`config.mk`:
```
export PLATFORM = sky130hd
export DESIGN_NAME = ntc_log_cell
export DESIGN_NICKNAME = d
export VERILOG_FILES = /design/src/rtl/ntc_pkg.sv /design/src/rtl/ntc_log_cell.sv
export SDC_FILE = /design/constraint.sdc
export NUM_CORES = 2
export LEC_CHECK = 0
export BUFFER_PORTS_ARGS = -buffer_cell sky130_fd_sc_hd__buf_2
export CORE_UTILIZATION = 50
export DETAILED_ROUTE_END_ITERATION = 8
export HOLD_SLACK_MARGIN = 0.05
export MAX_ROUTING_LAYER = met4
export PLACE_DENSITY = 0.67
export SYNTH_ARGS = -nofsm -noshare
export SYNTH_HDL_FRONTEND = slang
export SYNTH_SLANG_ARGS = --single-unit
```
`constraint.sdc`:
```
create_clock -name clk -period 10.6 [get_ports clk]
set_input_delay 1.06 -clock clk [delete_from_list [all_inputs] [get_ports clk]]
set_output_delay 1.06 -clock clk [all_outputs]
set_load 0.01 [all_outputs]
```
`src/rtl/ntc_pkg.sv`:
```
package ntc_pkg;

  localparam int CODE_W     = 12;
  localparam int CODE_MAX_W = 16;
  localparam int TOP_W      = 20;
  localparam int PROD_W     = CODE_MAX_W + TOP_W;
  localparam int RQ_W       = PROD_W + 16;
  localparam int TEMP_W     = 17;
  localparam int STAT_W     = 2;
  localparam int COEF_W     = 48;
  localparam int CFG_IDX_W  = 2;
  localparam int NORM_W     = 64;
  localparam int LZ_W       = 6;
  localparam int MANT_W     = 31;
  localparam int FRAC_W     = 24;
  localparam int EXP_W      = 7;
  localparam int L_W        = EXP_W + FRAC_W;
  localparam int LSQ_W      = 36;
  localparam int LCU_W      = 41;
  localparam int D_W        = 64;
  localparam int DIV_W      = D_W - 1;
  localparam int Q5_W       = 20;

  localparam logic [31:0] LN2_Q32 = 32'd2977044472;
  localparam logic [EXP_W-1:0] EXP_BIAS = 7'd47;

  localparam logic signed [COEF_W-1:0] COEF_A_RST = 48'sd72724092000000;
  localparam logic signed [COEF_W-1:0] COEF_B_RST = 48'sd17138220000000;
  localparam logic signed [COEF_W-1:0] COEF_C_RST = 48'sd14549890000;

  // 5 * 2^44: reciprocal quotient would need more than Q5_W bits at or below this
  localparam logic signed [D_W-1:0] D_SMALL = 64'sd87960930222080;
  localparam logic [DIV_W-1:0] REM_START = 63'd87960930222080;

  localparam logic [Q5_W-1:0] Q5_LO  = 20'd21952;
  localparam logic [Q5_W-1:0] Q5_HI  = 20'd677312;
  localparam logic [Q5_W-1:0] RECIP5 = 20'd838861;

  localparam logic [TEMP_W-1:0] TEMP_MAX = 17'h0FFFF;
  localparam logic [TEMP_W-1:0] TEMP_MIN = 17'h10000;
  localparam logic [TEMP_W-1:0] TEMP_OFS = 17'h10000;

  typedef enum logic [CFG_IDX_W-1:0] {
    REG_COEF_A = 2'd0,
    REG_COEF_B = 2'd1,
    REG_COEF_C = 2'd2
  } ntc_reg_t;

  typedef enum logic [STAT_W-1:0] {
    ST_OK      = 2'd0,
    ST_INVALID = 2'd1,
    ST_SAT     = 2'd2
  } ntc_status_t;

  typedef struct packed {
    logic            bad;
    logic [LZ_W-1:0] lz;
    logic            sat_hi;
    logic            sat_lo;
  } ntc_side_t;

endpackage

```
`src/rtl/ntc_log_cell.sv`:
```
module ntc_log_cell (
  input  logic                           clk,
  input  logic                           rst,
  input  logic                           en,
  input  logic                           v_in,
  input  ntc_pkg::ntc_side_t             side_in,
  input  logic [ntc_pkg::MANT_W-1:0]     y_in,
  input  logic [ntc_pkg::FRAC_W-1:0]     frac_in,
  output logic                           v_out,
  output ntc_pkg::ntc_side_t             side_out,
  output logic [ntc_pkg::MANT_W-1:0]     y_out,
  output logic [ntc_pkg::FRAC_W-1:0]     frac_out
);

  logic [2*ntc_pkg::MANT_W-1:0] sq;
  logic [ntc_pkg::MANT_W:0]     sq_q30;

  // mantissa in [1,2) as Q30; its square lands in [1,4)
  assign sq     = (2*ntc_pkg::MANT_W)'(y_in) * (2*ntc_pkg::MANT_W)'(y_in);
  assign sq_q30 = sq[2*ntc_pkg::MANT_W-1 -: ntc_pkg::MANT_W+1];

  always_ff @(posedge clk) begin
    if (rst) begin
      v_out <= 1'b0;
    end else if (en) begin
      v_out <= v_in;
    end
  end

  always_ff @(posedge clk) begin
    if (en) begin
      side_out <= side_in;
      frac_out <= {frac_in[ntc_pkg::FRAC_W-2:0], sq_q30[ntc_pkg::MANT_W]};
      y_out    <= sq_q30[ntc_pkg::MANT_W] ? sq_q30[ntc_pkg::MANT_W:1]
                                          : sq_q30[ntc_pkg::MANT_W-1:0];
    end
  end

endmodule

```
==> impl_summary.md <==
Status
The flow ran to the end, and the final reports show no timing, DRC or antenna violations.

Flow run
The max-cap check violation count is 0.

Routing
Routed signal wires occupy layers up through met4. The wire length on met1 is 28400 um. The detail route stage leaves a number of antenna-violating nets equal to 0.

The post-detailed-routing wire length is 71100 um. The wire length on met3 is 2880 um. The total iterations of the first detailed-routing run is 5. The routed design uses 37000 um of met2 wire. The overall via count from detail_route is 19800. The DRC marker count from the first detailed-route iteration is 1059. In the routed design, unresolved DRC markers number 0.

The routed via count divided by cell count is 5.18. The average routed wire per standard cell is 18.6 um.

Setup path
In this run the critical register-to-register path is captured at v_out. The worst setup path is launched from a primary input. The worst-case register-to-register setup slack is 10.01 ns. Of all nets on the critical path, the largest fanout is 34. In this run the critical register-to-register path is launched from v_out. The kind of end point of the critical path is a flop.

The data required time of the critical path is 10.67 ns. At the worst endpoint, the arrival time is 9.38 ns. The number of cells on the worst reg-to-reg path is 2. The critical path is of the in2reg type.

Clock tree
TritonCTS created 9 clock buffers. The clock network latency to the later pin of the worst-skew pair is 0.32 ns. The worst-case clock buffer depth is 2. The root buffer cell is clkbuf_16. In this run the number of H-tree levels came out at 3. In this run the post-CTS setup repair buffer count came out at 0.

The number of clock sinks is 65. The total of cells resized after clock tree synthesis is 0. After clock tree synthesis, the clock-pin slew on the worst setup and hold paths is 0.05 ns. In this run, post-CTS hold repair placed 0 buffers. The clock tree from TritonCTS is done.

STA
The total negative setup slack is 0 ns. For the pin with the worst max-slew slack, the measured transition is 0.873 ns. Setup repair after global routing left no endpoint under its margin. The worst path uses 87.9% of the clock period.

For the final database, setup skew stands at 0 ns. Headroom to the max-slew limit came out at 41.8%. The number of hold violations in the final report is 0.

The final count of negative-setup-slack endpoints is 0. The maximum operating frequency is 107 MHz. The number of pins exceeding their max-slew limit in the final report is 0. The time the worst path needs with I/O delays and setup is 9.32 ns.

Yosys
Yosys printed 0 warnings. Synthesis inferred 65 register bits. The instance count of the mapped netlist is 2992. The mapped netlist covers 0.0292 mm^2.

The sequential share of the synthesized area is 6.65%. The average size of a mapped cell is 9.76 um^2. The count of unique library cells instantiated by Yosys is 63.

Yosys attributes the largest share of cell area to fa_1 (51%), inv_1 (12%), ha_1 (12%). fa_1 takes more of the synthesized area than any other cell. The leading register cell type out of synthesis is edfxtp_1.

The proportion of synthesized flip-flops having asynchronous set or reset is 0%. The dominant cell by count in the synthesized netlist is inv_1. The fraction of post-synthesis cell area in the top cell type by area is 51.2%. The number of nets in the synthesized netlist is 4076.

The count of flip-flops with a built-in enable after synthesis is 64. Ranked by instance count, the synthesized netlist is headed by inv_1 (911), fa_1 (747), nand2_1 (300), ha_1 (269), and2_1 (190).

Finish
The count of cells in the finished layout, fillers not included, comes to 3822. The filler cells instantiated in the layout total 5327. The synthesis-to-finish area growth is 5.75%. The number of nets in the final layout is 4136.

In the final layout, the share of cells above drive strength 1 is 6.97%. 0 antenna diodes ended up in the layout. The finished cells cover 0.0309 mm^2. For this run, the share of the core covered by cells in the final layout is 53.5%.

Placed design
The port buffer count is 131. The final weighted congestion of routability-driven global placement is 0.967. The placed wire-length estimate after detailed placement is 59600 um.

After detailed placement, the design holds a cell count of 3806. The instance area at placement is 0.0306 mm^2.

Global route
The first global-routing pass estimated 120000 um of wire. The number of antenna violations at the first check in global routing was 1. The largest net degree at the start of global routing is 66.

The leftover overflow at the end of global routing is 0. The number of global-route vias before repair is 23300. Global routing used 26.6% of the available tracks across all layers.

Die
In this run the core area contains 88 standard-cell rows. The die height is 244 um. The number of placed I/O pins is 133.

The initial utilization of the core area, before any placement, comes to 50.6%. The die covers 0.0594 mm^2. The horizontal die dimension is 244 um. The core region is 0.0577 mm^2.

Hold path
Along the worst hold path, the cell count comes to 2. The worst hold path terminates at v_out. The launch instance of the worst min-delay path is v_out. The path class of the tightest hold or removal check is reg2reg.
## cell type report
cell class                      count  area, um^2  share of cell area (%)
Multi-Input combinational cell   1910       23400                    75.8
Inverter                          912        3420                    11.1
Sequential cell                    65        1940                    6.29
Tap cell                          765         957                    3.10
Timing Repair Buffer              154         828                    2.68
Clock buffer                        9         225                   0.729
Clock inverter                      7        85.1                   0.275
## layout by cell type, fill, tap and decap left out, types with 12 or more instances in the layout
master	count
inv_1	911
fa_1	747
nand2_1	300
ha_1	269
and2_1	190
buf_2	131
edfxtp_1	64
a21oi_1	61
nor2_1	56
a21o_1	37
xnor2_1	32
xor2_1	26
mux2_2	24
buf_4	23
o21ai_0	21
o21bai_1	12
## state kept, by name, indices dropped and copies added, names as in the netlist
signal	count
frac_out	24
side_out	9
y_out	31
v_out	1
## stage by stage
step	worst slack, ns	hold slack [ns]
floorplan	2.17	0.528
global placement	1.03	0.468
detailed placement	0.892	0.476
CTS	1.20	0.491
global route	0.867	0.519
finish	1.28	0.508
## worst max path at each step
stage,startpoint,endpoint,slack [ns]
floorplan,y_in[16],y_out[10],2.17
global placement,y_in[7],y_out[29],1.03
detailed placement,y_in[7],y_out[25],0.89
CTS,y_in[7],y_out[25],1.20
global route,y_in[7],y_out[6],0.87
finish,y_in[7],y_out[6],1.28
## critical path: stages
cell,delay [ns]
buf_2,0.63
inv_1,0.33
nor2_1,0.57
a31o_2,0.25
fa_1,0.41
inv_1,0.08
fa_1,0.44
fa_1,0.52
inv_1,0.06
fa_1,0.56
fa_1,0.46
fa_1,0.53
fa_1,0.45
ha_1,0.36
a21oi_1,0.26
o21ai_0,0.16
nand2b_1,0.18
a2111oi_2,0.42
a2111o_1,0.32
nand3_2,0.17
a21oi_4,0.24
xnor2_4,0.13
buf_4,0.37
mux2_2,0.38
## kinds of logic (layout without fill, tap and decap cells)
family | after synthesis | after routing | synth area share (%)
AO/OA/AOI/OAI | 191 | 191 | 4.39
XOR/XNOR | 59 | 59 | 1.83
adder cells (fa/ha/maj) | 1016 | 1016 | 62.7
buffers and inverters | 1017 | 1082 | 13.1
flip-flops | 65 | 65 | 6.65
multiplexers | 32 | 32 | 1.21
AND/OR/NAND/NOR | 612 | 612 | 10.1
## routing by layer
metal  GRT usage (%)  vias up
met5               -        -
met4            9.04        0
met3            2.29      143
met2            46.4      503
met1            32.6    10300
li1                -     8829
Power is not shown: default switching activity piles up to over one toggle a cycle in this logic, so the estimate is an artifact.
