===== src/rtl/ntc_pkg.sv =====
package ntc_pkg;

  localparam int CODE_W     = 12;
  localparam int CODE_MAX_W = 16;
  localparam int TOP_W      = 20;
  localparam int PROD_W     = CODE_MAX_W + TOP_W;
  localparam int RQ_W       = PROD_W + 16;
  localparam int TEMP_W     = 17;
  localparam int STAT_W     = 2;
  localparam int COEF_W     = 48;
  localparam int CFG_IDX_W  = 2;
  localparam int NORM_W     = 64;
  localparam int LZ_W       = 6;
  localparam int MANT_W     = 31;
  localparam int FRAC_W     = 24;
  localparam int EXP_W      = 7;
  localparam int L_W        = EXP_W + FRAC_W;
  localparam int LSQ_W      = 36;
  localparam int LCU_W      = 41;
  localparam int D_W        = 64;
  localparam int DIV_W      = D_W - 1;
  localparam int Q5_W       = 20;

  localparam logic [31:0] LN2_Q32 = 32'd2977044472;
  localparam logic [EXP_W-1:0] EXP_BIAS = 7'd47;

  localparam logic signed [COEF_W-1:0] COEF_A_RST = 48'sd72724092000000;
  localparam logic signed [COEF_W-1:0] COEF_B_RST = 48'sd17138220000000;
  localparam logic signed [COEF_W-1:0] COEF_C_RST = 48'sd14549890000;

  // 5 * 2^44: reciprocal quotient would need more than Q5_W bits at or below this
  localparam logic signed [D_W-1:0] D_SMALL = 64'sd87960930222080;
  localparam logic [DIV_W-1:0] REM_START = 63'd87960930222080;

  localparam logic [Q5_W-1:0] Q5_LO  = 20'd21952;
  localparam logic [Q5_W-1:0] Q5_HI  = 20'd677312;
  localparam logic [Q5_W-1:0] RECIP5 = 20'd838861;

  localparam logic [TEMP_W-1:0] TEMP_MAX = 17'h0FFFF;
  localparam logic [TEMP_W-1:0] TEMP_MIN = 17'h10000;
  localparam logic [TEMP_W-1:0] TEMP_OFS = 17'h10000;

  typedef enum logic [CFG_IDX_W-1:0] {
    REG_COEF_A = 2'd0,
    REG_COEF_B = 2'd1,
    REG_COEF_C = 2'd2
  } ntc_reg_t;

  typedef enum logic [STAT_W-1:0] {
    ST_OK      = 2'd0,
    ST_INVALID = 2'd1,
    ST_SAT     = 2'd2
  } ntc_status_t;

  typedef struct packed {
    logic            bad;
    logic [LZ_W-1:0] lz;
    logic            sat_hi;
    logic            sat_lo;
  } ntc_side_t;

endpackage


===== src/rtl/ntc_div_cell.sv =====
module ntc_div_cell #(
  parameter int NUM_W = 52,
  parameter int DEN_W = 16,
  parameter int QUO_W = 52
) (
  input  logic                clk,
  input  logic                rst,
  input  logic                en,
  input  logic                v_in,
  input  ntc_pkg::ntc_side_t  side_in,
  input  logic [NUM_W-1:0]    num_in,
  input  logic [DEN_W-1:0]    den_in,
  input  logic [DEN_W-1:0]    rem_in,
  input  logic [QUO_W-1:0]    quo_in,
  output logic                v_out,
  output ntc_pkg::ntc_side_t  side_out,
  output logic [NUM_W-1:0]    num_out,
  output logic [DEN_W-1:0]    den_out,
  output logic [DEN_W-1:0]    rem_out,
  output logic [QUO_W-1:0]    quo_out
);

  logic [DEN_W:0] trial;
  logic [DEN_W:0] diff;
  logic           fits;

  // bring down the next numerator bit and try one subtract
  assign trial = {rem_in, num_in[NUM_W-1]};
  assign diff  = trial - {1'b0, den_in};
  assign fits  = trial >= {1'b0, den_in};

  always_ff @(posedge clk) begin
    if (rst) begin
      v_out <= 1'b0;
    end else if (en) begin
      v_out <= v_in;
    end
  end

  always_ff @(posedge clk) begin
    if (en) begin
      side_out <= side_in;
      num_out  <= {num_in[NUM_W-2:0], 1'b0};
      den_out  <= den_in;
      rem_out  <= fits ? diff[DEN_W-1:0] : trial[DEN_W-1:0];
      quo_out  <= {quo_in[QUO_W-2:0], fits};
    end
  end

endmodule


===== config.mk =====
export PLATFORM = sky130hd
export DESIGN_NAME = ntc_div_cell
export DESIGN_NICKNAME = d
export VERILOG_FILES = /design/src/rtl/ntc_pkg.sv /design/src/rtl/ntc_div_cell.sv
export SDC_FILE = /design/constraint.sdc
export NUM_CORES = 1
export LEC_CHECK = 0
export BUFFER_PORTS_ARGS = -buffer_cell sky130_fd_sc_hd__clkbuf_2
export CELL_PAD_IN_SITES_DETAIL_PLACEMENT = 1
export CELL_PAD_IN_SITES_GLOBAL_PLACEMENT = 2
export CORE_ASPECT_RATIO = 0.6
export CORE_MARGIN = 2
export CORE_UTILIZATION = 29
export CTS_CLUSTER_SIZE = 10
export DETAILED_ROUTE_END_ITERATION = 6
export GPL_ROUTABILITY_DRIVEN = 1
export PLACE_DENSITY = 0.9
export SLEW_MARGIN = 30
export SYNTH_ARGS = -nofsm -noshare
export SYNTH_HDL_FRONTEND = slang
export SYNTH_SLANG_ARGS = --single-unit
export TNS_END_PERCENT = 50

===== constraint.sdc =====
create_clock -name clk -period 3.7 [get_ports clk]
set_clock_uncertainty 0.15 [all_clocks]
set_input_delay 0.37 -clock clk [delete_from_list [all_inputs] [get_ports clk]]
set_output_delay 0.37 -clock clk [all_outputs]
set_load 0.01 [all_outputs]

==> reports/qor.yml, run 1 <==
outcome:
  status: "finished, final reports clean"
global_routing:
  antenna_found_initial: 0
  grt_pass1_wl_um: 31100
  grt-ovfl-total: 0
  grt_pass1_vias: 4888
  grt_max_degree: 82
  grt_usage_pct: 21.0
sta:
  tns_ns: 0
  setup_viol: 0
  tightest_slew_ns: 0.795
  slew-limit-headroom_pct: 47.0
  max_freq_mhz: 319
  period_needed_ns: 3.14
  fin_worst_hold_slack_ns: 0.0157
  fin_crit_sh_pct: 84.8
  hold_viol: 0
  rsz0062_at_grt: "no"
  drv_slew: 0
critical_path:
  critical_path_class: "in -> reg"
  cp_max_fo: 11
  crit_chain: "dlygate4sd3_1 -> clkbuf_2 -> inv_1 -> ha_1 -> a21oi_2 -> o21ai_1 -> a221o_1 -> a21boi_4 -> and2_4 -> inv_4 -> mux2_4"
  critPathArrivalTime_ns: 3.16
  ff2ff_setup_slack_ns: 2.96
  critPathLaunchType: "primary input"
  rr_startpoint: "v_out"
  path_delay_family: "compound AO/OA/AOI/OAI gates"
  r2r-end: "v_out"
  r2r_cells: 2
  crit_slowest_cell: "dlygate4sd3_1"
  crit_required_ns: 3.72
  worst-path-buf-inv: 4
  critPathCaptureType: "flop"
  cp_slowest_stage_delay_ns: 0.53
cells_and_area:
  register_area_mm2: 0.00434
  final_area_mm2: 0.00911
  nets: 899
  layout_common_cells: "clkbuf_2, edfxtp_1, dlygate4sd3_1"
  antennaDiodeCount: 0
  area_growth_pct: 63.8
  multi_input_area_mm2: 0.00107
  fill_cells: 1987
  layout-drive-gt1-share_pct: 45.3
  final_common_cell: "clkbuf_2"
hold_path:
  hp-start: "den_in[5]"
  hold_class: "in -> reg"
  min_path_cells: 1
  holdPathEnd: "den_out[5]"
power_and_ir_drop:
  ir_worst_vdd_mv: 0.271
  p_leak_nw: 4.06
  power_density_mw_per_mm2: 487
  power.total_mw: 4.44
flow_run:
  drv_cap: 0
floorplan:
  initial_core_util_pct: 29.4
  die_w_um: 183
  core_area_mm2: 0.0189
  row_count: 39
  pin_count: 295
  die_h_um: 111
  dieArea_mm2: 0.0203
clocking:
  cts_tree: "done"
  cts_buffers: 17
  htree_levels: 4
  cts-root-buf: "clkbuf_16"
  clkSlewWorstSetupHoldPaths_ns: 0.06
  cts.sinks: 145
  clk_latency_ns: 0.42
  post_cts_resize_count: 0
  cts_max_path_buffers: 2
synthesis:
  synth_nets: 468
  synth_area_per_cell_um2: 18.4
  ys_warn_count: 0
  synthCells: 302
  synth-edff-count: 144
  synth_area_leader_cell: "edfxtp_1"
  synth_flop_cell: "edfxtp_1"
  synth_top_area_share_pct: 77.8
  synth_area_leaders: "edfxtp_1, ha_1, mux2_4"
  ys_ff_latch: 145
  synth_sequential_area_ratio_pct: 78.1
  synthArstFlopShare_pct: 0
  ys_types: 49
  syn_area_mm2: 0.00556
placed_design:
  post-dp-hpwl_um: 12900
  postPlaceCellArea_mm2: 0.00729
  globalplace.congestion: 0.779
  io_buffers: 292
route:
  wire_per_inst_um: 21.5
  antenna_left: 0
  drc: 0
  routed_wl_um: 21300
  num_vias: 4529
  post_drt_via_cell_ratio: 4.57
  first_pass_iters: 4
  drt_iter0_drc: 290
[where the power goes]
| part | internal [mW] | switching [mW] | leakage (nW) |
|---|---|---|---|
| registers | 1.97 | 0.0540 | 1.42 |
| clock network | 0.999 | 0.724 | 0.275 |
| logic | 0.331 | 0.358 | 2.36 |
| total | 3.30 | 1.14 | 4.06 |
[what timing repair did]
action                    4_1_cts  5_1_grt
hold endpoints to repair      124        1
hold buffers                  124        1
setup buffers                   0        0
[metrics by stage]
step | setup WS (ns) | utilization, % | cells
3_5_place_dp | 0.676 | 38.6 | 835
3_3_place_gp | 0.723 | 38.6 | 835
2_1_floorplan | 0.950 | - | 302
6_report | 0.561 | 48.2 | 992
5_1_grt | 0.424 | 48.2 | 992
4_1_cts | 0.557 | 48.2 | 991
[cell families after synthesis]
group | count (synthesis) | share of synthesized area (%)
flops | 145 | 78.1
compound gates | 52 | 7.27
simple gates | 41 | 3.80
buf+inv | 26 | 2.63
fa+ha+maj | 17 | 3.96
mux | 11 | 2.72
xor+xnor | 9 | 1.42
other cells | 1 | 0.0674
[how the worst max path moves through the flow]
stage                from          end  cells past startpoint
2_1_floorplan  den_in[12]  rem_out[10]                     12
3_3_place_gp    den_in[8]  rem_out[10]                     10
3_5_place_dp    den_in[8]   rem_out[4]                     10
4_1_cts         den_in[8]   rem_out[2]                     11
5_1_grt         den_in[8]   rem_out[2]                     11
6_report        den_in[8]   rem_out[7]                     11
[sequential cells by signal, summed over array words and instances, names as in the netlist]
| signal | count |
|---|---|
| quo_out | 52 |
| num_out | 51 |
| den_out | 16 |
| rem_out | 16 |
| side_out | 9 |
| v_out | 1 |
[cell usage after synthesis (4+ instances only)]
master      n
a21o_1      5
edfxtp_1  144
ha_1       16
inv_1      19
mux2_4      8
nand2_1     5
nand3_1     7
nor2_1     13
o21a_1      6
o21ai_0     9
o31ai_1     5
xnor2_1     5
xor2_1      4
[per-layer routing]
| metal | global-route usage [%] | share of wire (%) |
|---|---|---|
| met5 | 1.75 | 0.24 |
| met2 | 36.6 | 51 |
| met4 | 7.15 | 2.2 |
| met3 | 6.47 | 6.1 |
| met1 | 24.5 | 40 |
[cell type report]
type	count	share of cell area, %
flip-flops and latches	145	47.7
repair buffers	418	30.1
multi-input cells	131	11.7
clock buffers	20	4.79
well taps	246	3.38
clock inverters	12	1.47
inverters	20	0.852
No activity file was read; power rests on OpenSTA's default activity.
==> run 2: changes to the inputs <==
--- a/config.mk
+++ b/config.mk
@@ -5,16 +5,17 @@
 export SDC_FILE = /design/constraint.sdc
 export NUM_CORES = 1
 export LEC_CHECK = 0
+export ABC_AREA = 1
 export BUFFER_PORTS_ARGS = -buffer_cell sky130_fd_sc_hd__clkbuf_2
 export CELL_PAD_IN_SITES_DETAIL_PLACEMENT = 1
 export CELL_PAD_IN_SITES_GLOBAL_PLACEMENT = 2
 export CORE_ASPECT_RATIO = 0.6
 export CORE_MARGIN = 2
-export CORE_UTILIZATION = 29
+export CORE_UTILIZATION = 25
 export CTS_CLUSTER_SIZE = 10
 export DETAILED_ROUTE_END_ITERATION = 6
 export GPL_ROUTABILITY_DRIVEN = 1
-export PLACE_DENSITY = 0.9
+export PLACE_DENSITY = 0.87
 export SLEW_MARGIN = 30
 export SYNTH_ARGS = -nofsm -noshare
 export SYNTH_HDL_FRONTEND = slang
==> constraint.sdc (replaced) <==
create_clock -name clk -period 2.8 [get_ports clk]
set_clock_uncertainty 0.15 [all_clocks]
set_input_delay 0.28 -clock clk [delete_from_list [all_inputs] [get_ports clk]]
set_output_delay 0.28 -clock clk [all_outputs]
set_load 0.01 [all_outputs]
==> run 2 against run 1 <==
Compared with the run above: critical path depth increased by 2; non-clock buffer count is 19 higher; via count increased by 5.9%; largest cell class unchanged; largest power group unchanged.
==> reports/qor.yml, run 2 <==
outcome:
  status: "finished, final reports clean"
sta:
  fin_crit_sh_pct: 90.0
  hold_viol: 0  # unchanged
  slew-limit-headroom_pct: 62.5  # +16 points
  tns_ns: 0  # unchanged
  drv_slew: 0  # unchanged
  period_needed_ns: 2.52
  setup_viol: 0  # unchanged
  tightest_slew_ns: 0.561  # -0.233 ns
  fin_worst_hold_slack_ns: 0.0181  # +0.00237 ns
  max_freq_mhz: 397
  rsz0062_at_grt: "no"
  worst_slack_ns: 0.280  # -0.281 ns
power_and_ir_drop:
  power.total_mw: 5.87  # +32%
  p_leak_nw: 4.45  # +9.6%
  ir_worst_vdd_mv: 0.412  # +52%
  power_density_mw_per_mm2: 616  # +26%
global_routing:
  grt_pass1_wl_um: 30100  # -3.5%
  antenna_found_initial: 0  # unchanged
  grt-ovfl-total: 0  # unchanged
  grt_usage_pct: 17.1  # -4.0 points
  grt_pass1_vias: 5228  # +7.0%
  grt_max_degree: 52  # -37%
cells_and_area:
  antennaDiodeCount: 0  # unchanged
  layout_common_cells: "clkbuf_2, edfxtp_1, dlygate4sd3_1"
  final_common_cell: "clkbuf_2"
  final_area_mm2: 0.00954  # +4.7%
  fin_util_pct: 43.0  # -5.2 points
  layout-drive-gt1-share_pct: 37.9  # -7.4 points
  nets: 1036  # +15%
  area_growth_pct: 67.6
  regMostFlops: "quo_out"
  final_cells: 1191  # +20%
  largest_reg_flops: 52  # unchanged
  reg_top3: "quo_out (52), num_out (51)"
clocking:
  clkSlewWorstSetupHoldPaths_ns: 0.07  # about the same
  cts-root-buf: "clkbuf_16"
  clk_latency_ns: 0.42  # about the same
  cts_max_path_buffers: 2  # unchanged
  cts_buffers: 17  # unchanged
  postCtsSetupBuffers: 0  # unchanged
  htree_levels: 4  # unchanged
  cts.sinks: 145  # unchanged
  cts_tree: "done"
placed_design:
  place_inst: 1018  # +22%
  io_buffers: 292  # unchanged
  postPlaceCellArea_mm2: 0.00755  # +3.6%
  globalplace.congestion: 0.795  # +2.0%
  post-place-ws_ns: 0.385  # -0.291 ns
  post-dp-hpwl_um: 13300  # +3.0%
floorplan:
  dieArea_mm2: 0.0240  # +18%
  die_w_um: 199  # +8.7%
  core_area_mm2: 0.0222  # +17%
  row_count: 42  # +7.7%
  pin_count: 295  # unchanged
  die_h_um: 121  # +8.6%
  initial_core_util_pct: 25.6  # -3.8 points
route:
  first_pass_iters: 4  # unchanged
  routed_wl_um: 20600  # -3.2%
  antenna_left: 0  # unchanged
  drc: 0  # unchanged
  post_drt_via_cell_ratio: 4.03  # -12%
  wire_per_inst_um: 17.3  # -19%
  drt_iter0_drc: 251  # -13%
  num_vias: 4796  # +5.9%
critical_path:
  crit_required_ns: 2.83  # -0.89 ns
  rr_startpoint: "v_out"
  r2r-end: "v_out"
  ff2ff_setup_slack_ns: 1.48  # -1.48 ns
  r2r_cells: 3  # +1
  cp_max_fo: 14  # +3
  critPathArrivalTime_ns: 2.55  # -0.61 ns
  critPathCaptureType: "flop"
  critical_path_class: "in -> reg"
  critPathLaunchType: "primary input"
synthesis:
  synth_top_area_share_pct: 76.0  # -1.7 points
  ys_types: 26  # -47%
  synthCells: 418  # +38%
  ys_ff_latch: 145  # unchanged
  synth.most_common_cell: "edfxtp_1"
  synth_area_per_cell_um2: 13.6  # -26%
  syn_area_mm2: 0.00569  # +2.3%
  synth_flop_cell: "edfxtp_1"
  synth_area_leader_cell: "edfxtp_1"
  synth_sequential_area_ratio_pct: 76.4  # -1.8 points
  synth-edff-count: 144  # unchanged
  synth_nets: 584  # +25%
  ys_warn_count: 0  # unchanged
  synthArstFlopShare_pct: 0  # unchanged
  synth_area_leaders: "edfxtp_1, nand2_1, inv_1"
  synth_common_cells: "edfxtp_1, nand2_1, inv_1"
hold_path:
  min_path_cells: 3  # +2
  holdPathEnd: "rem_out[15]"
  hold_class: "in -> reg"
  hp-start: "rem_in[14]"
flow_run:
  drv_cap: 0  # unchanged
## run 2: area by class of cell
type                            instances  area, um^2
Timing Repair Buffer                  437        2930
Fill cell                            2458       12600
Clock inverter                         14         149
Clock buffer                           18         429
Sequential cell                       145        4340
Multi-Input combinational cell        209        1070
Tap cell                              308         385
Inverter                               60         225
## run 2: timing repair
item	in CTS	in global routing
hold endpoints to repair	140	0
resized for setup	0	0
hold buffers	141	0
## run 2: kinds of logic (layout without fill, tap and decap cells)
kind of cell | Yosys count | in the layout | synth area share (%)
compound gates | 12 | 12 | 1.10
xor+xnor | 6 | 6 | 0.924
fa+ha+maj | 17 | 17 | 3.87
buf+inv | 64 | 529 | 4.84
flops | 145 | 145 | 76.4
mux | 1 | 1 | 0.176
other cells | 1 | 1 | 0.0659
simple gates | 172 | 172 | 12.6
## run 2: worst max-delay path by stage
stage | depth (start not counted) | end | from
3_3_place_gp | 12 | rem_out[13] | den_in[9]
2_1_floorplan | 14 | rem_out[12] | den_in[3]
5_1_grt | 15 | rem_out[12] | den_in[8]
4_1_cts | 13 | rem_out[7] | den_in[7]
3_5_place_dp | 12 | rem_out[7] | den_in[7]
6_report | 13 | rem_out[7] | den_in[7]
## run 2: critical path, cell delays in order
cell,delay [ns]
dlygate4sd3_1,0.55
clkbuf_2,0.14
inv_1,0.05
ha_1,0.36
nand2_1,0.12
nor2_1,0.17
nand2_1,0.09
nor2_1,0.18
nor2_1,0.08
nand2_2,0.07
inv_1,0.25
nand2_1,0.14
nand2_1,0.06
## run 2: report_power, final
| group | leakage, nW | internal (mW) | total (mW) | switching (mW) |
|---|---|---|---|---|
| Clock | 0.277 | 1.26 | 2.28 | 1.02 |
| Sequential | 1.42 | 2.60 | 2.66 | 0.0593 |
| Combinational | 2.75 | 0.422 | 0.925 | 0.503 |
| Total | 4.45 | 4.29 | 5.87 | 1.58 |
## run 2: routing by layer
layer  global-route usage [%]  wire [um]  vias up
li1                         -          -     2328
met1                     19.7       8520     2290
met2                     30.0      10400      155
met3                     5.50       1340       23
met4                     5.46        416        0
met5                        0          0        -
