==> src/rtl/ntc_pkg.sv <==
package ntc_pkg;

  localparam int CODE_W     = 12;
  localparam int CODE_MAX_W = 16;
  localparam int TOP_W      = 20;
  localparam int PROD_W     = CODE_MAX_W + TOP_W;
  localparam int RQ_W       = PROD_W + 16;
  localparam int TEMP_W     = 17;
  localparam int STAT_W     = 2;
  localparam int COEF_W     = 48;
  localparam int CFG_IDX_W  = 2;
  localparam int NORM_W     = 64;
  localparam int LZ_W       = 6;
  localparam int MANT_W     = 31;
  localparam int FRAC_W     = 24;
  localparam int EXP_W      = 7;
  localparam int L_W        = EXP_W + FRAC_W;
  localparam int LSQ_W      = 36;
  localparam int LCU_W      = 41;
  localparam int D_W        = 64;
  localparam int DIV_W      = D_W - 1;
  localparam int Q5_W       = 20;

  localparam logic [31:0] LN2_Q32 = 32'd2977044472;
  localparam logic [EXP_W-1:0] EXP_BIAS = 7'd47;

  localparam logic signed [COEF_W-1:0] COEF_A_RST = 48'sd72724092000000;
  localparam logic signed [COEF_W-1:0] COEF_B_RST = 48'sd17138220000000;
  localparam logic signed [COEF_W-1:0] COEF_C_RST = 48'sd14549890000;

  // 5 * 2^44: reciprocal quotient would need more than Q5_W bits at or below this
  localparam logic signed [D_W-1:0] D_SMALL = 64'sd87960930222080;
  localparam logic [DIV_W-1:0] REM_START = 63'd87960930222080;

  localparam logic [Q5_W-1:0] Q5_LO  = 20'd21952;
  localparam logic [Q5_W-1:0] Q5_HI  = 20'd677312;
  localparam logic [Q5_W-1:0] RECIP5 = 20'd838861;

  localparam logic [TEMP_W-1:0] TEMP_MAX = 17'h0FFFF;
  localparam logic [TEMP_W-1:0] TEMP_MIN = 17'h10000;
  localparam logic [TEMP_W-1:0] TEMP_OFS = 17'h10000;

  typedef enum logic [CFG_IDX_W-1:0] {
    REG_COEF_A = 2'd0,
    REG_COEF_B = 2'd1,
    REG_COEF_C = 2'd2
  } ntc_reg_t;

  typedef enum logic [STAT_W-1:0] {
    ST_OK      = 2'd0,
    ST_INVALID = 2'd1,
    ST_SAT     = 2'd2
  } ntc_status_t;

  typedef struct packed {
    logic            bad;
    logic [LZ_W-1:0] lz;
    logic            sat_hi;
    logic            sat_lo;
  } ntc_side_t;

endpackage

==> src/rtl/ntc_norm_cell.sv <==
module ntc_norm_cell #(
  parameter int SH = 32
) (
  input  logic                           clk,
  input  logic                           rst,
  input  logic                           en,
  input  logic                           v_in,
  input  ntc_pkg::ntc_side_t             side_in,
  input  logic [ntc_pkg::NORM_W-1:0]     x_in,
  output logic                           v_out,
  output ntc_pkg::ntc_side_t             side_out,
  output logic [ntc_pkg::NORM_W-1:0]     x_out
);

  logic               top_zero;
  ntc_pkg::ntc_side_t side_next;

  assign top_zero = x_in[ntc_pkg::NORM_W-1 -: SH] == '0;

  always_comb begin
    side_next = side_in;
    if (top_zero) begin
      side_next.lz = side_in.lz | ntc_pkg::LZ_W'(SH);
    end
  end

  always_ff @(posedge clk) begin
    if (rst) begin
      v_out <= 1'b0;
    end else if (en) begin
      v_out <= v_in;
    end
  end

  always_ff @(posedge clk) begin
    if (en) begin
      side_out <= side_next;
      if (top_zero) begin
        x_out <= x_in << SH;
      end else begin
        x_out <= x_in;
      end
    end
  end

endmodule

==> config.mk <==
export PLATFORM = sky130hd
export DESIGN_NAME = ntc_norm_cell
export DESIGN_NICKNAME = d
export VERILOG_FILES = /design/src/rtl/ntc_pkg.sv /design/src/rtl/ntc_norm_cell.sv
export SDC_FILE = /design/constraint.sdc
export NUM_CORES = 1
export LEC_CHECK = 0
export ABC_AREA = 0
export CAP_MARGIN = 20
export CORE_UTILIZATION = 45
export CTS_CLUSTER_SIZE = 20
export DETAILED_ROUTE_END_ITERATION = 12
export DONT_BUFFER_PORTS = 1
export PLACE_DENSITY = 0.71
export REMOVE_ABC_BUFFERS = 1
export SYNTH_ARGS = -nofsm -noshare
export SYNTH_HDL_FRONTEND = slang
export SYNTH_SLANG_ARGS = --single-unit
==> constraint.sdc <==
create_clock -name clk -period 1.16 [get_ports clk]
set_input_delay 0 -clock clk [delete_from_list [all_inputs] [get_ports clk]]
set_output_delay 0 -clock clk [all_outputs]
set_load 0.02 [all_outputs]
==> summary.md, run 1 <==
| Metric | Value |
|---|---|
| Result of the run | `finished with violations` |
| Violations in the final reports | `hold timing` |
| Relative slew slack | `0.719` |
| Required time of the worst setup path | `1.22 ns` |
| Instance count of the mapped netlist | `165` |
| Routed Wire Length | `7150 microns` |
| Skew-Pair Late Insertion Delay | `0.33 ns` |
| Number of nets still failing antenna checks after routing | `0` |
| Ant diodes | `0` |
| Per-cell routed wire length | `22.3 microns` |
| Pwr dens | `1500 mW/mm^2` |
| FMAX | `905 MHz` |
| Violation count after the first detailed-route iteration | `142` |
| Maximum number of pins on one net before global-route repair | `75` |
| Worst slack after detailed placement | `-0.263 ns` |
| H-Tree Depth | `3` |
| Critical Path Max Stage Delay | `0.41 ns` |
| Final setup fails | `0` |
| Ratio of cells with drive above 1 in the final layout | `0.138` |
| Total number of placement rows | `28` |
| Final-layout worst hold slack | `-0.222 ns` |
| Post-layout utilization of the core | `0.648` |
| Horizontal die dimension | `82.5 microns` |
| Count of distinct cell types in the synthesized netlist | `15` |
| Clock-pin transition on the worst setup and hold timing paths | `0.07 ns` |
| Number of nets in the finished design | `319` |
| Post-route setup slack | `0.0550 ns` |
| # hold bufs at CTS | `75` |
| Core Region | `0.00610 sq mm` |
| Leak Pwr | `0.00136 uW` |
| Data arrival time at the worst-slack endpoint | `1.16 ns` |
| Clock root cell | `sky130_fd_sc_hd__clkbuf_8` |
| Overall power consumption | `5930 uW` |
| Kind of end point of the critical path | `flop` |
| Type of the worst setup path | `in -> reg` |
| Total clock sinks | `74` |
| Router iterations before antenna repair | `4` |
| Total number of vias | `1912` |
| Grt total ovfl | `0` |
| Vias per cell | `5.96` |
| Critical path fanouts, max | `41` |
| Number of buffers added by the clock tree synthesis step | `9` |
| Post-CTS Setup Bufs | `0` |
| Average cell area after synthesis | `17.7 sq um` |
| Tot GR Track Use | `0.208` |
| Die area | `0.00681 sq mm` |
| Post-Route Skew | `0 ns` |
| Initial Utilization | `0.479` |
| Final Hold Viols | `74` |
| Yosys synthesis warning count | `0` |
| Maximum count of clock buffers along a single path | `2` |
| # port buffers | `0` |
| Unrepaired setup endpoints after global routing | `false` |
| Total negative slack for setup checks | `0 ns` |
| Antenna violations before repair | `0` |
| Minimum period implied by the final worst setup slack | `1.11 ns` |
| Kind of start point of the critical path | `input port` |
| Layout overhead on the synthesized area | `35.3%` |
| Cells traversed along the worst timing path | `nor4_1, and4_2, buf_12, a21boi_0` |
| Placer congestion estimate | `0.725` |
| Final critical-path share of the clock period | `0.953` |
| Max Slew Vio Count | `0` |
| Max-cap violations | `0` |
| Flops & latches, synth | `74` |
| Min-delay worst type | `in -> reg` |
| Area of the mapped netlist | `0.00292 sq mm` |
| CTS tree | `done` |
| Transition time at the pin with the least slew margin | `0.417 ns` |
| HPWL after DPL | `4230 microns` |
| Height of the chip | `82.5 microns` |
| Slowest cell on the critical path | `sky130_fd_sc_hd__nor4_1` |
| # IOs | `151` |
| Post-route DRC violation count | `0` |
| Number of global-route vias before repair | `1883` |
| Worst-case vdd ir drop | `1.01 mV` |
| Wire length of the first global-routing pass | `9840 microns` |
| Sequential area share after synthesis | `0.758` |
-- power by group --
part / switching [uW] / internal, uW
Combinational: 97.8 / 244
Clock: 852 / 1190
Sequential: 358 / 3190
-- routing by layer --
layer / up-vias / global-route usage / part of all wire
met5: - / 0 / 0
met4: 0 / 0.128 / 0.036
met3: 23 / 0.0582 / 0.062
met2: 116 / 0.350 / 0.53
met1: 937 / 0.234 / 0.37
li1: 836 / - / -
-- cells by family (layout without fill, tap and decap cells) --
family | count (synthesis) | in the layout | synth area share
AO/OA/AOI/OAI | 65 | 65 | 0.181
multiplexers | 1 | 1 | 0.00343
AND/OR/NAND/NOR | 11 | 11 | 0.0244
buffers and inverters | 14 | 95 | 0.0334
flip-flops | 74 | 74 | 0.758
-- stage by stage --
| stage | std cells | area, sq um |
|---|---|---|
| 5_1_grt | 321 | 3950 |
| 3_5_place_dp | 231 | 2990 |
| 3_3_place_gp | 231 | 2990 |
| 2_1_floorplan | 151 | 2820 |
| 4_1_cts | 321 | 3940 |
| 6_report | 321 | 3950 |
-- sequential cells by signal, indices dropped and copies added, names as in the netlist --
name,flops
x_out,64
v_out,1
side_out,9
-- critical path: cells and delay by family --
family	cells	cell delay, ns
AO/OA/AOI/OAI	1	0.16
AND/OR/NAND/NOR	2	0.79
buffers and inverters	1	0.21
-- area by class of cell --
cell class | count | area [sq um]
Fill cell | 437 | 2150
Clock inverter | 4 | 67.6
Tap cell | 75 | 93.8
Multi-Input combinational cell | 77 | 618
Clock buffer | 11 | 131
Sequential cell | 74 | 2210
Timing Repair Buffer | 80 | 826
-- what timing repair did --
item,CTS,global route
endpoints found under the setup margin,0,18
gates resized for setup,0,1
hold endpoints to repair,147,74
-- cell usage after synthesis --
| cell | n | share of area |
|---|---|---|
| sky130_fd_sc_hd__a21o_1 | 1 | 0.0026 |
| sky130_fd_sc_hd__buf_6 | 3 | 0.012 |
| sky130_fd_sc_hd__a31o_1 | 17 | 0.051 |
| sky130_fd_sc_hd__a21boi_0 | 28 | 0.072 |
| sky130_fd_sc_hd__buf_4 | 4 | 0.010 |
| sky130_fd_sc_hd__dfxtp_1 | 1 | 0.0069 |
| sky130_fd_sc_hd__nor2_1 | 1 | 0.0013 |
| sky130_fd_sc_hd__a21boi_1 | 4 | 0.010 |
| sky130_fd_sc_hd__buf_2 | 6 | 0.010 |
| sky130_fd_sc_hd__edfxtp_1 | 73 | 0.75 |
| sky130_fd_sc_hd__nor4_1 | 8 | 0.017 |
| sky130_fd_sc_hd__and4_1 | 2 | 0.0060 |
| sky130_fd_sc_hd__mux2i_1 | 1 | 0.0034 |
| sky130_fd_sc_hd__clkbuf_1 | 1 | 0.0013 |
| sky130_fd_sc_hd__a31o_2 | 15 | 0.045 |
-- cell usage in the layout, fill, tap and decap left out --
cell                            Yosys  final
sky130_fd_sc_hd__nor4_1             8      7
sky130_fd_sc_hd__dfxtp_1            1      1
sky130_fd_sc_hd__edfxtp_1          73     73
sky130_fd_sc_hd__dlygate4sd3_1      0     75
sky130_fd_sc_hd__a21boi_0          28     28
sky130_fd_sc_hd__and4_2             0      2
sky130_fd_sc_hd__a31o_2            15     15
sky130_fd_sc_hd__clkbuf_8           0      9
sky130_fd_sc_hd__a31o_1            17     17
sky130_fd_sc_hd__buf_12             0      3
sky130_fd_sc_hd__a21o_1             1      1
sky130_fd_sc_hd__bufinv_16          0      2
sky130_fd_sc_hd__nor2_1             1      1
sky130_fd_sc_hd__nor4_2             0      1
sky130_fd_sc_hd__a21boi_1           4      4
sky130_fd_sc_hd__buf_4              4      2
sky130_fd_sc_hd__clkbuf_1           1      2
sky130_fd_sc_hd__mux2i_1            1      1
sky130_fd_sc_hd__clkinv_1           0      2
-- path summary, 6_finish.rpt --
kind | from | end | slack (ns) | cells after the start
worst max-delay path | x_in[62] | x_out[17] | 0.05 | 4
worst min-delay path | en | x_out[24] | -0.22 | 0
worst max register to register | v_out | v_out | 0.46 | 2
worst min register to register | v_out | v_out | 0.62 | 2
No activity file was read; power rests on OpenSTA's default activity.
==> run 2, diff against run 1 <==
--- a/config.mk
+++ b/config.mk
@@ -13,6 +13,7 @@
 export DONT_BUFFER_PORTS = 1
 export PLACE_DENSITY = 0.71
 export REMOVE_ABC_BUFFERS = 1
+export SETUP_SLACK_MARGIN = 0.3
 export SYNTH_ARGS = -nofsm -noshare
 export SYNTH_HDL_FRONTEND = slang
 export SYNTH_SLANG_ARGS = --single-unit
==> summary.md, run 2 (synthesis results as in run 1) <==
| Metric | Value |
|---|---|
| Result of the run | `finished with violations (unchanged)` |
| Violations in the final reports | `hold timing (unchanged)` |
| Worst slack after detailed placement | `-0.263 ns (unchanged)` |
| Minimum period implied by the final worst setup slack | `0.873 ns (was 1.11 ns)` |
| Portion of total power attributed to the clock network | `0.345 (was 0.344)` |
| Data arrival time at the worst-slack endpoint | `0.94 ns (was 1.16 ns)` |
| HPWL after DPL | `4230 microns (unchanged)` |
| Slowest cell on the critical path | `sky130_fd_sc_hd__and4_4 (was sky130_fd_sc_hd__nor4_1)` |
| Skew-Pair Late Insertion Delay | `0.32 ns (was 0.33 ns)` |
| Wire length of the first global-routing pass | `10100 microns (was 9840 microns)` |
| Final setup fails | `0 (unchanged)` |
| Kind of start point of the critical path | `input port (unchanged)` |
| H-Tree Depth | `3 (unchanged)` |
| Max-cap violations | `0 (unchanged)` |
| Violation count after the first detailed-route iteration | `128 (was 142)` |
| Leading cell type in the layout, fill and taps excluded | `sky130_fd_sc_hd__dlygate4sd3_1 (unchanged)` |
| Final standard cell count with taps included and fillers excluded | `323 (was 321)` |
| Top Registers | `x_out: 64 flops, side_out: 9 flops, v_out: 1 flops (unchanged)` |
| Grt total ovfl | `0 (unchanged)` |
| Number of nets still failing antenna checks after routing | `0 (unchanged)` |
| Number of buffers added by the clock tree synthesis step | `9 (unchanged)` |
| Commonest cells after routing, fill and taps aside | `sky130_fd_sc_hd__dlygate4sd3_1 (75), sky130_fd_sc_hd__edfxtp_1 (73), sky130_fd_sc_hd__a21boi_0 (28), sky130_fd_sc_hd__a31o_1 (17), sky130_fd_sc_hd__a31o_2 (15) (unchanged)` |
| Maximum number of pins on one net before global-route repair | `75 (unchanged)` |
| Vias per cell | `6.15 (was 5.96)` |
| Total number of placement rows | `28 (unchanged)` |
| Core Region | `0.00610 sq mm (unchanged)` |
| Per-cell routed wire length | `23.8 microns (was 22.3 microns)` |
| Combined buffer and inverter count along the critical path | `1 (unchanged)` |
| Placer congestion estimate | `0.725 (unchanged)` |
| Transition time at the pin with the least slew margin | `0.269 ns (was 0.417 ns)` |
| Final Hold Viols | `74 (unchanged)` |
| Total number of vias | `1988 (was 1912)` |
| Post-route DRC violation count | `0 (unchanged)` |
| Pwr dens | `1460 mW/mm^2 (was 1500 mW/mm^2)` |
| Largest Register | `x_out (unchanged)` |
| Post-Route Skew | `0 ns (unchanged)` |
| Fraction of power consumed by sequential logic | `0.597 (was 0.598)` |
| Critical path fanouts, max | `24 (was 41)` |
| Final-layout worst hold slack | `-0.220 ns (was -0.222 ns)` |
| Die area | `0.00681 sq mm (unchanged)` |
| Crit-path leading delay family | `simple AND/OR/NAND/NOR gates (unchanged)` |
| Initial Utilization | `0.479 (unchanged)` |
| Placed Area | `0.00299 sq mm (unchanged)` |
| Number of nets in the finished design | `321 (was 319)` |
| # hold bufs at CTS | `75 (unchanged)` |
| Clock-pin transition on the worst setup and hold timing paths | `0.07 ns (about the same)` |
| Critical Path Max Stage Delay | `0.33 ns (was 0.41 ns)` |
| # port buffers | `0 (unchanged)` |
| Type of the worst setup path | `in -> reg (unchanged)` |
| Ratio of cells with drive above 1 in the final layout | `0.165 (was 0.138)` |
| FMAX | `1150 MHz (was 905 MHz)` |
| Leak Pwr | `0.00139 uW (was 0.00136 uW)` |
| Final critical-path share of the clock period | `0.752 (was 0.953)` |
| Post-layout utilization of the core | `0.666 (was 0.648)` |
| Horizontal die dimension | `82.5 microns (unchanged)` |
| Min-delay worst type | `in -> reg (unchanged)` |
| Non-Filler Cell Area, Final | `0.00406 sq mm (was 0.00395 sq mm)` |
| Post-route setup slack | `0.287 ns (was 0.0550 ns)` |
| Total clock sinks | `74 (unchanged)` |
| Height of the chip | `82.5 microns (unchanged)` |
| Internal power | `4630 uW (was 4620 uW)` |
| Kind of end point of the critical path | `flop (unchanged)` |
| Unrepaired setup endpoints after global routing | `true (was false)` |
| Clock root cell | `sky130_fd_sc_hd__clkbuf_8 (unchanged)` |
| Sw frac | `0.222 (was 0.221)` |
| Maximum count of clock buffers along a single path | `2 (unchanged)` |
| Relative slew slack | `0.819 (was 0.719)` |
| CTS tree | `done (unchanged)` |
| Logic gate share of total power | `0.058 (about the same)` |
| Ant diodes | `0 (unchanged)` |
| Antenna violations before repair | `0 (unchanged)` |
| Placed instance count | `231 (unchanged)` |
| Tot GR Track Use | `0.214 (was 0.208)` |
| Flip-flop count of the largest register, all copies and words added | `64 (unchanged)` |
| Net switching power | `1320 uW (was 1310 uW)` |
| Worst-case vdd ir drop | `1.02 mV (was 1.01 mV)` |
| Router iterations before antenna repair | `4 (unchanged)` |
| Max Slew Vio Count | `0 (unchanged)` |
| Number of global-route vias before repair | `1872 (was 1883)` |
| Cells traversed along the worst timing path | `nor4_2, and4_4, buf_12, a21boi_0 (was nor4_1, and4_2, buf_12, a21boi_0)` |
| Routed Wire Length | `7680 microns (was 7150 microns)` |
| Required time of the worst setup path | `1.23 ns (was 1.22 ns)` |
| Layout overhead on the synthesized area | `39.0% (was 35.3%)` |
| # IOs | `151 (unchanged)` |
run 2: per-stage QoR:
step	power, uW	TNS (ns)
2_1_floorplan	3650	-41.55
3_3_place_gp	3700	-17.03
3_5_place_dp	3720	-12.66
4_1_cts	5970	0
5_1_grt	6140	0
6_report	5940	0
run 2: timing repair:
| action | CTS | global route |
|---|---|---|
| endpoints found under the setup margin | 66 | 64 |
| cloned | 0 | 2 |
| hold endpoints to repair | 147 | 74 |
| setup buffers | 0 | 0 |
| pin swaps | 2 | 1 |
| gates resized for setup | 7 | 5 |
run 2: per-layer routing:
layer  global-route usage  vias to the layer above  part of all wire
li1                     -                      841                 -
met1                0.243                      996              0.38
met2                0.360                      128              0.52
met3               0.0560                       23             0.062
met4                0.129                        0             0.034
met5                    0                        -                 0
run 2: cell type report:
cell class                 count  area [sq um]
clock buffer                  11           131
clock inverter                 4          67.6
fill                         427          2040
multi-input combinational     77           669
sequential                    74          2210
tap                           75          93.8
timing repair buffer          82           883
run 2: power by group through the flow:
stage	clock (uW)	combinational (uW)	sequential, uW
floorplan	0	94.4	3560
global placement	0	105	3600
detailed placement	0	113	3610
CTS	2090	334	3550
global route	2210	370	3560
finish	2050	346	3550
run 2: worst paths after layout:
check	end	startpoint	cells past startpoint	slack [ns]
max	x_out[21]	x_in[61]	4	0.29
min	x_out[58]	en	0	-0.22
max reg2reg	v_out	v_out	2	0.46
min reg2reg	v_out	v_out	2	0.62
